<file path="config.mk">
export PLATFORM = sky130hd
export DESIGN_NAME = fhu_regs
export DESIGN_NICKNAME = d
export VERILOG_FILES = /design/src/hw/rtl/fhu_pkg.sv /design/src/hw/rtl/fhu_regs.sv
export SDC_FILE = /design/constraint.sdc
export NUM_CORES = 1
export LEC_CHECK = 0
export BUFFER_PORTS_ARGS = -buffer_cell sky130_fd_sc_hd__buf_2
export CORE_MARGIN = 4
export CORE_UTILIZATION = 35
export CTS_CLUSTER_SIZE = 40
export DETAILED_ROUTE_END_ITERATION = 12
export SYNTH_ARGS = -nofsm -noshare
export SYNTH_HDL_FRONTEND = slang
export SYNTH_SLANG_ARGS = --single-unit
</file>
<file path="constraint.sdc">
create_clock -name clk -period 1.11 [get_ports clk]
set_input_delay 0.111 -clock clk [delete_from_list [all_inputs] [get_ports clk]]
set_output_delay 0.111 -clock clk [all_outputs]
set_load 0.005 [all_outputs]
</file>
<file path="src/hw/rtl/fhu_pkg.sv">
`timescale 1ns / 1ps
// ----------------------------------------------------------------------------
// fhu_pkg
// Types and constants shared by the flocking heading update modules.
// ----------------------------------------------------------------------------
package fhu_pkg;

  localparam int CFG_AW      = 4;
  localparam int CFG_DW      = 32;
  localparam int IN_TDATA_W  = 216;
  localparam int OUT_TDATA_W = 200;
  localparam int OUT_TUSER_W = 2;
  localparam int MOVER_W     = 192;
  localparam int N_W         = 7;
  localparam int ACC_W       = 39;
  localparam int W_W         = 42;
  localparam int SQRT_STEPS  = 32;
  localparam int DIV_STEPS   = 46;

  localparam logic [1:0] REG_RADIUS_SQ = 2'd0;
  localparam logic [1:0] REG_LIMIT     = 2'd1;
  localparam logic [1:0] REG_BOUND     = 2'd2;

  localparam logic [30:0] RADIUS_SQ_RST = 31'd3932160;
  localparam logic [5:0]  LIMIT_RST     = 6'd10;
  localparam logic [30:0] BOUND_RST     = 31'd6553600;

  typedef enum logic [4:0] {
    OP_NONE,
    OP_RD_SELF,
    OP_LATCH_SELF,
    OP_RD_NB,
    OP_DIFF,
    OP_SQ,
    OP_ACC,
    OP_COMBINE,
    OP_MAG,
    OP_SHR,
    OP_SHL,
    OP_ZERO_HEAD,
    OP_SQSUM,
    OP_SUM,
    OP_SQRT,
    OP_DIV_INIT,
    OP_DIV_STEP,
    OP_DIV_STORE,
    OP_UPDATE,
    OP_EMIT
  } dp_op_t;

  typedef struct packed {
    dp_op_t op;
    logic   load;
    logic   run_start;
  } dp_cmd_t;

  typedef struct packed {
    logic empty;
    logic en_k;
    logic scan_stop;
    logic n_zero;
    logic m_zero;
    logic m_high;
    logic m_low;
    logic sqrt_last;
    logic div_last;
    logic axis_last;
    logic k_last;
    logic out_free;
  } dp_stat_t;

  typedef struct packed {
    logic [30:0] radius_sq;
    logic [5:0]  limit;
    logic [30:0] bound;
  } cfg_t;

endpackage

</file>
<file path="src/hw/rtl/fhu_regs.sv">
`timescale 1ns / 1ps
// ----------------------------------------------------------------------------
// fhu_regs
// Configuration register file behind the APB-style port.
// ----------------------------------------------------------------------------
module fhu_regs import fhu_pkg::*; (
  input  logic              clk,
  input  logic              rst,
  input  logic              psel,
  input  logic              penable,
  input  logic              pwrite,
  input  logic [CFG_AW-1:0] paddr,
  input  logic [CFG_DW-1:0] pwdata,
  output logic [CFG_DW-1:0] prdata,
  output logic              pready,
  output cfg_t              cfg
);

  logic       wr;
  logic [1:0] idx;

  assign pready = 1'b1;
  assign wr     = psel && penable && pwrite;
  assign idx    = paddr[3:2];

  always_ff @(posedge clk) begin
    if (rst) begin
      cfg.radius_sq <= RADIUS_SQ_RST;
      cfg.limit     <= LIMIT_RST;
      cfg.bound     <= BOUND_RST;
    end else if (wr) begin
      case (idx)
        REG_RADIUS_SQ: cfg.radius_sq <= pwdata[30:0];
        REG_LIMIT:     cfg.limit     <= pwdata[5:0];
        REG_BOUND:     cfg.bound     <= pwdata[30:0];
        default: ;
      endcase
    end
  end

  always_comb begin
    case (idx)
      REG_RADIUS_SQ: prdata = {1'b0, cfg.radius_sq};
      REG_LIMIT:     prdata = {26'd0, cfg.limit};
      REG_BOUND:     prdata = {1'b0, cfg.bound};
      default:       prdata = '0;
    endcase
  end

endmodule

</file>
### After elaboration in Yosys (flattened, before gate mapping)

Cells that the tools add are included.

| word-level totals | value |
|---|---|
| flip-flop bits (word level) | 68 |
| bits in latches | 0 |
| RAM bits | 0 |
| memory bits (read-only) | 0 |
| input bits | 41 |
| output and inout bits | 101 |
| logic and storage cells | 12 |
| memories kept | 0 |

| cells by class | value |
|---|---|
| $add $sub $neg | 0 |
| $mul | 0 |
| div/mod/pow operators | 0 |
| $lt $le $gt $ge | 0 |
| equal/unequal tests | 2 |
| shift operators | 0 |
| multiplexer cells | 1 |
| bitwise operators | 0 |
| reductions and logical operators | 6 |

Operators by type and width:

| kind | count |
|---|---|
| $pmux 31 s3 | 1 |
| $reduce_and 2->1 | 3 |
| $eq 2x1->1 const B | 1 |
| $eq 2x2->1 const B | 1 |
| $logic_and 1x1->1 | 2 |
| $logic_not 2->1 | 1 |

### Longest topological paths before layout

| logic depth | value |
|---|---|
| depth in word-level cells | 3 |
| gate-level depth with buffers | 5 |
| depth with buffers taken out | 3 |

### Least setup slack after synthesis

No wires, ideal clock.

| timing | value |
|---|---|
| kind | input to register |
| from | input port paddr[3] |
| to | register cfg[39] (netlist name) |
| setup time | 72 ps |
| arrival time | 1045 ps |
| data required time | 1038 ps |
| slack | -7 ps |
| stages on the path | 4 |
| path buffers | 2 |
| cell sequence | buf_2 -> nor3_2 -> buf_6 -> mux2i_1 |

| between the ends | value |
|---|---|
| cells in the longest elaborated chain, start to end | 2 |

Ends and longest elaborated chain:

| item | RTL line | source |
|---|---|---|
| from (decl) | fhu_regs.sv:12 | `input logic [CFG_AW-1:0] paddr,` |
| $logic_not 2->1 | fhu_regs.sv:32 | `case (idx)` |
| $reduce_and 2->1 (no line) | -- |  |
| to (decl) | fhu_regs.sv:16 | `output cfg_t cfg` |

Every way passes these cells.
A chain may end at the register's enable or synchronous reset.

### Worst setup path after layout

| timing | value |
|---|---|
| from | register cfg[34] (netlist name) |
| to | output port prdata[3] |

| between the ends | value |
|---|---|
| cells in the longest elaborated chain, start to end | 1 |

Ends and longest elaborated chain:

| item | RTL line | source |
|---|---|---|
| $pmux 31 s3 | fhu_regs.sv:42 | `case (idx)` |
| to (decl) | fhu_regs.sv:14 | `output logic [CFG_DW-1:0] prdata,` |

Every way passes these cells.

==> out/metrics.cfg <==
[global_route]
grt_pass1_vias=2801
grt-ovfl-total=0
antenna_found_initial=0
grt_usage=0.154
grt_pass1_wl_um=13900
grt_max_degree=80

[sta]
whs_ns=0.0370
rsz0062_at_grt=yes
clock_skew_ns=0
fmax_ghz=0.888
setup_tns_ns=-0.0166
min_period_ns=1.13
hold_viol_final=0
finalCritPeriodShare=1.01
setup_viol=1
fin_ws_ns=-0.0166
slew_viol_final=0

[cells_and_area]
regMostFlops=cfg
final_layout_size_suffix_gt1_frac=0.507
fill_cells=913
diodes=0
largest_reg_flops=68
area_growth_pct=42.4
reg_top3=cfg x68
nNetsFinal=550

[critical_path]
cpPeakStageDelay_ns=0.33
required_ns=1.00
worst_setup_path_end_kind=output pin
path_class=reg -> out
crit_fanout=2
critPathArrivalTime_ns=1.02
path_cells=mux2i_1 > o21ai_1 > buf_2
start_kind=flip-flop
cp_slowest_cell=dfxtp_2

[synthesis]
syn_inst=346
synth_top_area_share=0.409
synthArstFlopShare=0
synth_edf_count=0
ys_ff_latch=68
syn_area_um2=3330
syn_avg_cell_area_um2=9.62
synth_fp_nets=387
synth_area_leader_cell=dfxtp_1
synth_commonest_cells=99 x mux2i_1, 88 x nand2b_1, 68 x dfxtp_1, 41 x nor2_1, 14 x clkbuf_1
synth-seq-area-share=0.409
synthTopCellsByArea=dfxtp_1 41%, mux2i_1 30%, nand2b_1 17%
ys.flop_type=dfxtp_1
yosysWarnings=0
post-synth-top-count-cell=mux2i_1
synth_cell_types=18

[die]
start_util=0.360
io_pins=142
die_height_um=105
core_area_um2=9240
die_w_um=105
row_count=35
die_area_um2=11100

[detailed_routing]
routed_wl_um=8720
antenna_left=0
dr.pass1.iters=4
wire_per_inst_um=13.6
vias=2876
first_iter_violations=94
drc=0
via_per_inst=4.48

[power_and_ir_drop]
combPwrFrac=0.103
switchingPower_mw=1.19
clkPwrFrac=0.412
peakVddDrop_mv=0.525
p_sw_frac=0.230
intPower_mw=3.97
seqPwrFrac=0.485
leakagePower_nw=2.39
power.density_nw_per_um2=1090

[clock_network]
clock_latency_ns=0.33
cts_tree=yes
numClockSinks=68
root_buffer=clkbuf_8
h-tree-depth=3
cts_hold_buffers=0
cts_max_path_buffers=2
clk_pin_slew_worst_paths_ns=0.07
cts_made_buffers=9

[worst_hold_path]
hold_path_class=in -> reg

[outcome]
status=complete, but fails checks
violations=negative setup slack

[placement]
port_buffers=136
gp_congestion=0.730
dpl.hpwl_um=6300

[flow_run]
cap_violations=0

[cell type report]
type                            instances  area (um2)  area share
Clock inverter                          3        45.0     0.00951
Sequential cell                        68        1440       0.304
Multi-Input combinational cell        250        1830       0.386
Timing Repair Buffer                  180        1100       0.232
Tap cell                              129         161      0.0341
Clock buffer                           12         165      0.0349
[power groups by stage]
| stage | clock [mW] | sequential (mW) | combinational [mW] |
|---|---|---|---|
| 2_1_floorplan | 0 | 2.55 | 0.291 |
| 3_5_place_dp | 0 | 2.55 | 0.514 |
| 3_3_place_gp | 0 | 2.55 | 0.508 |
| 5_1_grt | 2.28 | 2.50 | 0.578 |
| 4_1_cts | 2.18 | 2.50 | 0.529 |
| 6_report | 2.12 | 2.50 | 0.531 |
[routing by layer]
metal  part of all wire  wire length [um]  global-route usage
met5                  0                 0                   0
met4              0.018               157              0.0518
met3              0.045               390              0.0404
met2               0.51              4430               0.271
met1               0.43              3740               0.181
[worst paths after layout]
| check | start | endpoint | slack, ns | cells after the start |
|---|---|---|---|---|
| min reg2reg | cfg[26] | cfg[26] | 0.48 | 2 |
| max reg2reg | cfg[34] | cfg[34] | 0.39 | 3 |
| min | pwdata[19] | cfg[19] | 0.04 | 3 |
| max | cfg[34] | prdata[3] | -0.02 | 3 |
[cells in the final DEF, fill, tap and decap left out]
cell	n
dfxtp_2	62
nand4_1	1
mux2i_1	99
bufinv_16	1
nor3_4	1
nand2_1	6
buf_12	7
clkbuf_4	1
o21ai_1	6
or3_1	1
nand2b_1	88
dfxtp_1	6
or3b_1	1
nand3_1	1
nor3b_2	1
nor2_1	41
and2b_2	1
nor3b_1	1
clkinvlp_4	2
conb_1	2
buf_2	135
buf_4	37
clkbuf_8	12
[critical path: cells and delay by family, from the launching register on]
family	cells	cell delay, ns
DFF	1	0.33
AOI/OAI and AO/OA	1	0.14
buffers and inverters	1	0.14
muxes	1	0.07
[cells by family (layout without fill, tap and decap cells)]
kind of cell / count (synthesis) / count (layout) / synth area share
multiplexers: 99 / 99 / 0.298
other: 2 / 2 / 0.00226
flip-flops: 68 / 68 / 0.409
AND/OR/NAND/NOR: 143 / 143 / 0.237
buffers and inverters: 28 / 195 / 0.0451
AO/OA/AOI/OAI: 6 / 6 / 0.00903
[through the flow]
stage                     setup slack, ns  power, mW   util  cells  cell area (um2)
final                             -0.0166       5.15  0.513    642             4740
after global routing              -0.0899       5.36  0.513    642             4740
after CTS                         -0.0504       5.21  0.499    631             4610
after detailed placement           -0.131       3.07  0.460    601             4250
after global placement            -0.0754       3.06  0.460    601             4250
after floorplan                    0.0395       2.84      -    346             3330
[what timing repair did]
action,in CTS,in global routing
setup endpoints to repair,19,31
cloned,0,0
setup buffers,15,11
gates resized for setup,37,32
pin swaps,1,2
Power figures use the tool's default switching activity.
