`config.mk`:
```
export PLATFORM = sky130hd
export DESIGN_NAME = fhu_ctrl
export DESIGN_NICKNAME = d
export VERILOG_FILES = /design/src/hw/rtl/fhu_pkg.sv /design/src/hw/rtl/fhu_ctrl.sv
export SDC_FILE = /design/constraint.sdc
export NUM_CORES = 1
export LEC_CHECK = 0
export ABC_AREA = 1
export BUFFER_PORTS_ARGS = -buffer_cell sky130_fd_sc_hd__buf_2
export CAP_MARGIN = 40
export CORE_UTILIZATION = 34
export DETAILED_ROUTE_END_ITERATION = 12
export RECOVER_POWER = 100
export SYNTH_ARGS = -nofsm -noshare
export SYNTH_HDL_FRONTEND = slang
export SYNTH_SLANG_ARGS = --single-unit
```
`constraint.sdc`:
```
create_clock -name clk -period 1.35 [get_ports clk]
set_input_delay 0.135 -clock clk [delete_from_list [all_inputs] [get_ports clk]]
set_output_delay 0.135 -clock clk [all_outputs]
set_load 0.05 [all_outputs]
```
`src/hw/rtl/fhu_pkg.sv`:
```
`timescale 1ns / 1ps
// ----------------------------------------------------------------------------
// fhu_pkg
// Types and constants shared by the flocking heading update modules.
// ----------------------------------------------------------------------------
package fhu_pkg;

  localparam int CFG_AW      = 4;
  localparam int CFG_DW      = 32;
  localparam int IN_TDATA_W  = 216;
  localparam int OUT_TDATA_W = 200;
  localparam int OUT_TUSER_W = 2;
  localparam int MOVER_W     = 192;
  localparam int N_W         = 7;
  localparam int ACC_W       = 39;
  localparam int W_W         = 42;
  localparam int SQRT_STEPS  = 32;
  localparam int DIV_STEPS   = 46;

  localparam logic [1:0] REG_RADIUS_SQ = 2'd0;
  localparam logic [1:0] REG_LIMIT     = 2'd1;
  localparam logic [1:0] REG_BOUND     = 2'd2;

  localparam logic [30:0] RADIUS_SQ_RST = 31'd3932160;
  localparam logic [5:0]  LIMIT_RST     = 6'd10;
  localparam logic [30:0] BOUND_RST     = 31'd6553600;

  typedef enum logic [4:0] {
    OP_NONE,
    OP_RD_SELF,
    OP_LATCH_SELF,
    OP_RD_NB,
    OP_DIFF,
    OP_SQ,
    OP_ACC,
    OP_COMBINE,
    OP_MAG,
    OP_SHR,
    OP_SHL,
    OP_ZERO_HEAD,
    OP_SQSUM,
    OP_SUM,
    OP_SQRT,
    OP_DIV_INIT,
    OP_DIV_STEP,
    OP_DIV_STORE,
    OP_UPDATE,
    OP_EMIT
  } dp_op_t;

  typedef struct packed {
    dp_op_t op;
    logic   load;
    logic   run_start;
  } dp_cmd_t;

  typedef struct packed {
    logic empty;
    logic en_k;
    logic scan_stop;
    logic n_zero;
    logic m_zero;
    logic m_high;
    logic m_low;
    logic sqrt_last;
    logic div_last;
    logic axis_last;
    logic k_last;
    logic out_free;
  } dp_stat_t;

  typedef struct packed {
    logic [30:0] radius_sq;
    logic [5:0]  limit;
    logic [30:0] bound;
  } cfg_t;

endpackage

```
`src/hw/rtl/fhu_ctrl.sv`:
```
`timescale 1ns / 1ps
// ----------------------------------------------------------------------------
// fhu_ctrl
// Sequencer that steps the datapath through load, scan, normalize and update.
// ----------------------------------------------------------------------------
module fhu_ctrl import fhu_pkg::*; (
  input  logic     clk,
  input  logic     rst,
  input  logic     s_tvalid,
  input  logic     s_tuser,
  output logic     s_tready,
  input  dp_stat_t st,
  output dp_cmd_t  cmd
);

  typedef enum logic [4:0] {
    S_IDLE, S_START, S_RD_SELF, S_LATCH, S_RD_NB, S_DIFF, S_SQ, S_ACC,
    S_COMBINE, S_MAG, S_NORM, S_SUM, S_SQRT, S_DIV_INIT, S_DIV_STEP,
    S_DIV_STORE, S_UPDATE, S_EMIT
  } state_t;

  state_t state, state_next;
  logic   accept;

  assign accept = s_tvalid && s_tready;

  always_comb begin
    state_next    = state;
    cmd.load      = accept && !s_tuser;
    cmd.run_start = accept && s_tuser;
    cmd.op        = OP_NONE;
    case (state)
      S_IDLE:    if (cmd.run_start) state_next = S_START;
      S_START:   state_next = st.empty ? S_EMIT : S_RD_SELF;
      S_RD_SELF: begin
        cmd.op     = OP_RD_SELF;
        state_next = S_LATCH;
      end
      S_LATCH: begin
        cmd.op     = OP_LATCH_SELF;
        state_next = st.en_k ? S_RD_NB : S_EMIT;
      end
      S_RD_NB: begin
        cmd.op     = OP_RD_NB;
        state_next = S_DIFF;
      end
      S_DIFF: begin
        cmd.op     = OP_DIFF;
        state_next = S_SQ;
      end
      S_SQ: begin
        cmd.op     = OP_SQ;
        state_next = S_ACC;
      end
      S_ACC: begin
        cmd.op     = OP_ACC;
        state_next = st.scan_stop ? S_COMBINE : S_RD_NB;
      end
      S_COMBINE: begin
        cmd.op     = OP_COMBINE;
        state_next = st.n_zero ? S_UPDATE : S_MAG;
      end
      S_MAG: begin
        cmd.op     = OP_MAG;
        state_next = S_NORM;
      end
      S_NORM: begin
        if (st.m_zero) begin
          cmd.op     = OP_ZERO_HEAD;
          state_next = S_UPDATE;
        end else if (st.m_high) begin
          cmd.op = OP_SHR;
        end else if (st.m_low) begin
          cmd.op = OP_SHL;
        end else begin
          cmd.op     = OP_SQSUM;
          state_next = S_SUM;
        end
      end
      S_SUM: begin
        cmd.op     = OP_SUM;
        state_next = S_SQRT;
      end
      S_SQRT: begin
        cmd.op = OP_SQRT;
        if (st.sqrt_last) state_next = S_DIV_INIT;
      end
      S_DIV_INIT: begin
        cmd.op     = OP_DIV_INIT;
        state_next = S_DIV_STEP;
      end
      S_DIV_STEP: begin
        cmd.op = OP_DIV_STEP;
        if (st.div_last) state_next = S_DIV_STORE;
      end
      S_DIV_STORE: begin
        cmd.op     = OP_DIV_STORE;
        state_next = st.axis_last ? S_UPDATE : S_DIV_INIT;
      end
      S_UPDATE: begin
        cmd.op     = OP_UPDATE;
        state_next = S_EMIT;
      end
      S_EMIT: begin
        if (st.out_free) begin
          cmd.op     = OP_EMIT;
          state_next = (st.empty || st.k_last) ? S_IDLE : S_RD_SELF;
        end
      end
      default: state_next = S_IDLE;
    endcase
  end

  always_ff @(posedge clk) begin
    if (rst) begin
      state    <= S_IDLE;
      s_tready <= 1'b0;
    end else begin
      state    <= state_next;
      s_tready <= (state_next == S_IDLE);
    end
  end

endmodule

```
# Yosys cells after proc, flatten, opt, wreduce, memory -nomap -nowiden
# Cells that the tools add are included.
totals:
  regBits: 6
  in_bits: 16
  romBits: 0
  latchBits: 0
  n_memories: 0
  elab_cells: 45
  output_inout_bits: 8
  ramBits: 0
classes:
  shifts: 0
  bitwise: 0
  n_eq_ne: 17
  div: 0
  mul: 0
  n_lt_le_gt_ge: 0
  reduce_logical: 7
  n_addsub: 0
  n_mux: 19
op_table:
  columns: ["cell", "n"]
  rows:
  - ["5-bit case mux with 18 select lines", 1]
  - ["5-bit case mux with 16 select lines", 1]
  - ["5-bit 2-to-1 mux", 12]
  - ["5-bit by 4-bit == test with 1-bit output (second input constant)", 8]
  - ["5-bit by 3-bit == test with 1-bit output (second input constant)", 4]
  - ["5-bit by 2-bit == test with 1-bit output (second input constant)", 2]
  - ["5-bit == test (second input constant)", 2]
  - ["5-bit logical NOT", 2]
  - ["3-bit 2-to-1 mux", 3]
  - ["5-bit by 1-bit == test with 1-bit output (second input constant)", 1]
  - ["4-bit 2-to-1 mux", 1]
  - ["1-bit logical AND", 3]
  - ["2-bit 2-to-1 mux", 1]
  - ["1-bit logical NOT", 1]
  - ["1-bit logical OR", 1]

# Logic depth before layout (Yosys ltp)
# Gate-level depths: netlist of run 1.
logic_depth:
  ltp_word: 5
  depth_mapped: 10
  depth_no_buf: 10

# Least setup slack after synthesis of run 1
# OpenSTA, ideal clock, no wires.
synth_path:
  path_type: "flip-flop to flip-flop"
  from: "reg s_tready"
  to: "reg s_tready"
  setup_slack_ns: -0.637
  required_time_ns: 1.239
  path_buffers: 0
  arrival_ns: 1.876
  path_stages_with_launch: 10
  cell_sequence: "dfxtp_1 nand2_1 nor2_1 nand3_1 nand2_1 nor2_1 nand2_1 nor2_1 nand3_1 nor2_1"
synth_rtl:
  columns: ["item", "line", "rtl"]
  rows:
  - ["from (decl)", "fhu_ctrl.sv:11", "output logic s_tready,"]
  - ["from (signal assigned)", "fhu_ctrl.sv:120", "s_tready <= (state_next == S_IDLE);"]

==> key figures, run 1 <==
Setup path
  • R2r worst-path depth: 11
  • Critical path required time: 1.22 ns
  • Worst-path maximum fanout: 5
  • RR Startpoint: state[1]
  • Startpoint types: flip-flop
  • Worst setup path category: flip-flop to output pin
  • CP peak stage delay: 0.41 ns
  • Worst-path cell chain: inv_4 > nor2_4 > inv_2 > nor2_4 > nand3_2 > nand2_1 > inv_2 > nand4_1 > buf_6
  • CP Capture Type: output pin
  • R2R Setup Slk: -0.14 ns
  • Worst EP arrival: 1.43 ns
  • Reg-to-reg endpoint: s_tready
  • Worst path bufs/invs: 4
  • Crit path max-delay family: simple AND/OR/NAND/NOR gates
  • Slowest stage cell, crit path: dfxtp_4

Timing
  • Setup violators final: 9
  • Slew @ Worst Pin: 0.5955 ns
  • Layout Skew: 0.0009917 ns
  • Hold_ws: 0.1185 ns
  • Fin crit share: 116.0%
  • Worst setup margin: -0.2155 ns
  • Hold Vio Cnt, Final: 0
  • Highest clock rate: 638.8 MHz
  • RSZ-0062 raised after global routing: true
  • Max Slew Vio Count: 0
  • Post-route minimum period: 1.565 ns
  • Slew Limit Headroom: 60.47%

Cells and area
  • Layout Area Growth over Synthesis: 105.8%
  • Final nets: 210
  • ANT cells: 0
  • Post-layout util: 77.94%
  • Share of layout cells above drive strength 1: 61.46%
  • Commonest non-fill, non-tap cells in the layout: buf_4, nor2_1, nand2_1
  • Commonest non-fill, non-tap cell in the layout: buf_4

Synthesis
  • Synth Warn #: 0
  • Synth unique cells: 16
  • Yosys reg bits: 6
  • Synth Instances: 133
  • Avg Cell Area, Syn: 5.184 um2
  • Syn Nets: 149
  • Register area share after synthesis: 17.42%
  • Netlist Area Pre-Place: 689.4 um2

Clock tree
  • CTS tree: done
  • Worst-path clk slew: 0.04 ns
  • Clock buffer depth: 2
  • Clock Sinks: 6
  • CTS H-tree depth: 1
  • Root Driver: clkbuf_4
  • Num CTS Buffers: 3
  • Clock latency on the worst-skew pair: 0.24 ns

Detailed routing
  • DR pass1 iterations: 4
  • # DRC: 0
  • WL met2: 1.489 mm
  • Uppermost layer routed: met4
  • Detail Route Antenna Nets: 0
  • DRT iter0 DRCs: 34
  • DR vias: 1,116
  • Routed wire length per instance: 13.50 um
  • WL final: 2.930 mm
  • Vias per cell: 5.143
  • Met3 wire length: 168 um
  • M1 wire length: 1.198 mm

Status
  • Outcome: complete, but fails checks
  • Failing checks: negative setup slack

Pwr
  • PwrDens: 894.9 nW/um2
  • Lkg Pwr: 0.0007283 uW
  • VDD IR max: 0.9345 mV

Placement
  • I/O Buffers: 23
  • RD Place Congestion: 0.9371
  • DP Wirelength: 2.213 mm

Hold path
  • Worst Hold Depth: 2
  • Hold/Removal Path Class: primary input to flip-flop
  • Hold_sp: rst
  • Worst hold path endpoint: state[2]

GRT
  • Initial antenna violation count: 0
  • Vias in the first global route: 1,063
  • Total track usage: 30.65%
  • Grt ovf: 0
  • First-pass GRT wire length: 4.643 mm
  • Largest net degree at the start of global routing: 8

Floorplan
  • Core Footprint: 1821 um2
  • Die ar.: 2212 um2
  • Starting density of the core: 37.87%
  • Top Ports: 24
  • Die Y: 47.03 um
  • Rows: 15
  • Chip width: 47.03 um

Run
  • Max Cap Violations: 0
## power by group
part | switching, uW | internal, uW | leakage, uW
Combinational | 506 | 315 | 0.000661
Clock | 56.4 | 100 | 0.0000138
Sequential | 66.2 | 227 | 0.0000533
Total | 628 | 641 | 0.000728
## sequential cells by signal (all words and copies together), names as in the netlist
register / count
s_tready: 1
state: 5
## through the flow
step,TNS (ns),cell area [um2],std cells,setup WS (ns),power (uW)
after floorplan,-0.1572,779.5,133,-0.08055,692.5
after global placement,-0.6149,1106,205,-0.1577,934.3
after detailed placement,-0.5366,1106,205,-0.1288,933.2
after CTS,-0.9605,1328,215,-0.1951,1199
after global routing,-1.933,1419,217,-0.3058,1360
final,-1.151,1419,217,-0.2155,1270
## worst max path at each step
stage | to | from | slack, ns | cells past startpoint
floorplan | cmd[3] | state[2] | -0.08 | 5
global placement | cmd[4] | state[3] | -0.16 | 6
detailed placement | cmd[3] | state[0] | -0.13 | 9
CTS | cmd[3] | state[0] | -0.20 | 6
global route | cmd[3] | state[0] | -0.31 | 9
finish | cmd[3] | state[0] | -0.22 | 9
## cell families after synthesis
group                  synth area share [%]
AO/OA/AOI/OAI                         10.53
buffers and inverters                 9.801
AND/OR/NAND/NOR                       62.25
flip-flops                            17.42
## Yosys cell counts
master	instances	share of area, %
nor2_1	35	19
nand2_1	29	16
nand3_1	17	12
inv_1	16	8.7
nand4_1	8	7.3
o21ai_0	8	5.8
dfxtp_1	6	17
a221oi_1	2	2.5
inv_2	2	1.1
nand3b_1	2	2.2
nor2_2	2	1.8
nor3_1	2	1.5
a22oi_1	1	1.1
nand2_2	1	0.91
nand3_2	1	1.5
o211ai_1	1	1.1
## metal layers
metal | GRT usage (%) | vias to the layer above
met2 | 56.11 | 48
met4 | 10.29 | 0
met1 | 36.87 | 497
met3 | 3.462 | 8
li1 | - | 563
met5 | 0 | -
## worst reg2reg max path: stages, from the launching register on
cell	delay, ns
dfxtp_4	0.38
nand2_4	0.09
nor2_4	0.05
buf_6	0.12
buf_6	0.12
nand3b_1	0.09
nand2_2	0.08
nor2_1	0.12
nand2_1	0.08
nor2_2	0.12
nand3_2	0.08
nor2_1	0.09
## cell type report
type,instances,area (um2)
fillers,138,401.6
inverters,18,77.57
well taps,25,31.28
flip-flops and latches,6,142.6
repair buffers,56,415.4
multi-input cells,109,729.5
clock buffers,3,22.52
## what timing repair did
action	CTS	global route
pin swaps	18	21
resized for setup	46	20
hold buffers	0	0
buffers inserted	7	3
setup endpoints to repair	8	11
(Power assumes the default switching activity.)
==> run 2: changes to the inputs <==
--- a/config.mk
+++ b/config.mk
@@ -6,7 +6,7 @@
 export NUM_CORES = 1
 export LEC_CHECK = 0
-export ABC_AREA = 1
 export BUFFER_PORTS_ARGS = -buffer_cell sky130_fd_sc_hd__buf_2
 export CAP_MARGIN = 40
+export CORE_ASPECT_RATIO = 1.25
 export CORE_UTILIZATION = 34
 export DETAILED_ROUTE_END_ITERATION = 12
==> constraint.sdc (replaced) <==
create_clock -name clk -period 1.35 [get_ports clk]
set_input_delay 0.2025 -clock clk [delete_from_list [all_inputs] [get_ports clk]]
set_output_delay 0.2025 -clock clk [all_outputs]
set_load 0.05 [all_outputs]
==> run 2 against run 1 <==
Effect of this change:
- the run still ends with negative setup slack left
- worst setup slack got worse by 0.26 ns
- sequential power grew 17%
- critical path depth shrank 5
- non-clock buffer count grew 8
- combinational power grew to 3.3 times the previous value
- critical path type unchanged
- largest cell class unchanged
==> key figures, run 2 <==
Cells and area
  • Largest reg by FF count: state
  • Commonest non-fill, non-tap cell in the layout: buf_4
  • Largest regs: state (5), s_tready (1)
  • ANT cells: 0 (unchanged)
  • Layout Area Growth over Synthesis: 113.7%
  • Share of layout cells above drive strength 1: 67.50% (+6.0 points)
  • Final nets: 177 (-16%)
  • Max reg flops: 5 (unchanged)
  • Commonest non-fill, non-tap cells in the layout: buf_4, buf_2, buf_6

Setup path
  • Worst EP arrival: 1.62 ns (+0.19 ns)
  • Worst-path cell chain: or4b_4 > a21o_4 > o21ai_4 > buf_8
  • Startpoint types: flip-flop
  • Worst path bufs/invs: 1 (-3)
  • CP peak stage delay: 0.57 ns (+0.16 ns)
  • CP startpoint: state[3]
  • Crit path max-delay family: simple AND/OR/NAND/NOR gates
  • Slowest stage cell, crit path: or4b_4
  • Worst-path maximum fanout: 3 (-2)
  • Reg-to-reg endpoint: s_tready
  • R2r worst-path depth: 7 (-4)
  • Worst setup path end: cmd[3]
  • Critical path required time: 1.15 ns (-0.07 ns)
  • RR Startpoint: state[0]
  • CP Capture Type: output pin
  • Worst setup path category: flip-flop to output pin
  • R2R Setup Slk: -0.38 ns (-0.24 ns)
  • Cell count along the critical path: 4 (-5)

Timing
  • Slew @ Worst Pin: 0.3012 ns (-0.2943 ns)
  • Worst setup margin: -0.4716 ns (-0.2561 ns)
  • Hold Vio Cnt, Final: 0 (unchanged)
  • RSZ-0062 raised after global routing: true
  • Slew Limit Headroom: 79.86% (+19 points)
  • Post-route minimum period: 1.822 ns (+0.2561 ns)
  • Layout Skew: 0.01296 ns (+0.01197 ns)
  • Setup TNS Final: -3.515 ns (-2.364 ns)
  • Fin crit share: 134.9% (+19 points)
  • Max Slew Vio Count: 0 (unchanged)
  • Highest clock rate: 549.0 MHz (-14%)
  • Hold_ws: 0.1924 ns (+0.07393 ns)
  • Setup violators final: 11 (+2)

Clock tree
  • CTS tree: done
  • Worst-path clk slew: 0.05 ns (about the same)
  • Clock Sinks: 6 (unchanged)
  • CTS H-tree depth: 1 (unchanged)
  • Clock buffer depth: 2 (unchanged)
  • Root Driver: clkbuf_4
  • Clock latency on the worst-skew pair: 0.25 ns (about the same)
  • Cts hold-fix bufs: 0 (unchanged)
  • Num CTS Buffers: 3 (unchanged)

Placement
  • I/O Buffers: 23 (unchanged)
  • DP Wirelength: 1.744 mm (-21%)
  • RD Place Congestion: 0.9144 (-2.4%)

Status
  • Failing checks: negative setup slack
  • Outcome: complete, but fails checks

Synthesis
  • Async SR Flop Fraction: 0% (unchanged)
  • Main synth FF type: dfxtp_1
  • Synth Warn #: 0 (unchanged)
  • Synth area leaders: dfxtp_1, nor2_1, nand2b_1, nand2_1, nor2b_1
  • Synth unique cells: 41 (+25)
  • Count leader, synth: nor2_1
  • Top cells by count, synth: nor2_1, nand2_1, a21oi_1, dfxtp_1, nand2b_1
  • Yosys reg bits: 6 (unchanged)
  • Register area share after synthesis: 16.87% (-0.55 points)
  • Share of the synthesized area in the top cell type: 16.87% (-2.2 points)
  • Synth Instances: 101 (-24%)
  • Netlist Area Pre-Place: 711.9 um2 (+3.3%)
  • Area leader, netlist: dfxtp_1
  • Syn Nets: 117 (-21%)
  • Post-synth EDFFs: 0 (unchanged)
  • Avg Cell Area, Syn: 7.049 um2 (+36%)

Hold path
  • Worst Hold Depth: 2 (unchanged)
  • Hold_sp: rst
  • Hold/Removal Path Class: primary input to flip-flop

GRT
  • Total track usage: 22.70% (-8.0 points)
  • Grt ovf: 0 (unchanged)
  • Largest net degree at the start of global routing: 17 (+9)
  • First-pass GRT wire length: 3.850 mm (-17%)
  • Vias in the first global route: 889 (-16%)
  • Initial antenna violation count: 0 (unchanged)

Detailed routing
  • # DRC: 0 (unchanged)
  • DR pass1 iterations: 4 (unchanged)
  • Routed wire length per instance: 16.99 um (+26%)
  • Vias per cell: 5.828 (+13%)
  • WL final: 3.058 mm (+4.4%)
  • Detail Route Antenna Nets: 0 (unchanged)
  • DRT iter0 DRCs: 14 (-59%)
  • DR vias: 1,049 (-6.0%)

Floorplan
  • Rows: 18 (+3)
  • Die Y: 53.16 um (+13%)
  • Chip width: 42.93 um (-8.7%)
  • Top Ports: 24 (unchanged)
  • Core Footprint: 1982 um2 (+8.9%)
  • Die ar.: 2282 um2 (+3.2%)
  • Starting density of the core: 35.92% (-1.9 points)

Run
  • Max Cap Violations: 0 (unchanged)

Pwr
  • VDD IR max: 1.506 mV (+61%)
  • PwrDens: 2150 nW/um2 (+140%)
  • Lkg Pwr: 0.0006466 uW (-11%)
  • Overall Power: 3271 uW (+160%)
run 2: cell count changes after synthesis, sizes merged, moves of 5 or more:
| cell | before | now |
|---|---|---|
| nand4 | 8 | 0 |
| nand2 | 30 | 9 |
| nand3 | 18 | 1 |
| buf | 0 | 6 |
| nand2b | 0 | 6 |
| inv | 18 | 5 |
| nor2 | 37 | 13 |
| nor2b | 0 | 5 |
| a21oi | 0 | 6 |
run 2: final cells by class:
class	instances	area [um2]
Multi-Input combinational cell	81	757.0
Clock buffer	4	26.28
Tap cell	20	25.02
Inverter	5	18.77
Timing Repair Buffer	64	558.0
Fill cell	140	460.4
Sequential cell	6	136.4
run 2: per-layer routing:
layer  GRT usage [%]  part of all wire, %  vias up
met5               0                    0        -
met4           7.576                  3.2        0
met3           2.048                  2.1        8
met2           41.92                   55       26
met1           27.25                   39      522
li1                -                    -      493
run 2: worst min path at each step:
stage          slack, ns        to
2_1_floorplan       0.27  state[1]
3_3_place_gp        0.43  state[1]
3_5_place_dp        0.43  state[1]
4_1_cts             0.17  state[2]
5_1_grt             0.20  state[2]
6_report            0.19  state[2]
run 2: cell families after synthesis:
family	count (synthesis)	share of synthesized area, %
AOI/OAI and AO/OA	31	32.52
xor gates and xnor gates	1	1.230
buffers and inverters	14	10.19
DFF	6	16.87
muxes	3	4.394
and+or+nand+nor	46	34.80
run 2: report_power, final:
part / switching, uW / total, uW / internal (uW)
Clock: 68.9 / 181 / 112
Sequential: 77.7 / 343 / 265
Combinational: 1350 / 2750 / 1390
Total: 1500 / 3270 / 1770
run 2: per-stage QoR:
step,util [%],setup slack [ns],cell area [um2],cells
floorplan,-,-0.3373,808.3,101
global placement,54.73,-0.2958,1085,161
detailed placement,54.73,-0.3230,1085,161
CTS,64.08,-0.5038,1270,170
global route,76.77,-0.5051,1521,180
finish,76.77,-0.4716,1521,180
run 2: what timing repair did:
action | 4_1_cts | 5_1_grt
setup buffers | 4 | 9
pin swaps | 4 | 16
endpoints found under the setup margin | 11 | 11
gates cloned | 1 | 1
resized for setup | 30 | 32
run 2: worst register-to-register path, cell delays in order (launching register included):
cell and delay [ns]:
dfxtp_4 0.36, buf_6 0.12, clkbuf_16 0.15, nand2_4 0.07, nor2_2 0.04, o211a_1 0.25, or3_4 0.40, nor4_4 0.26
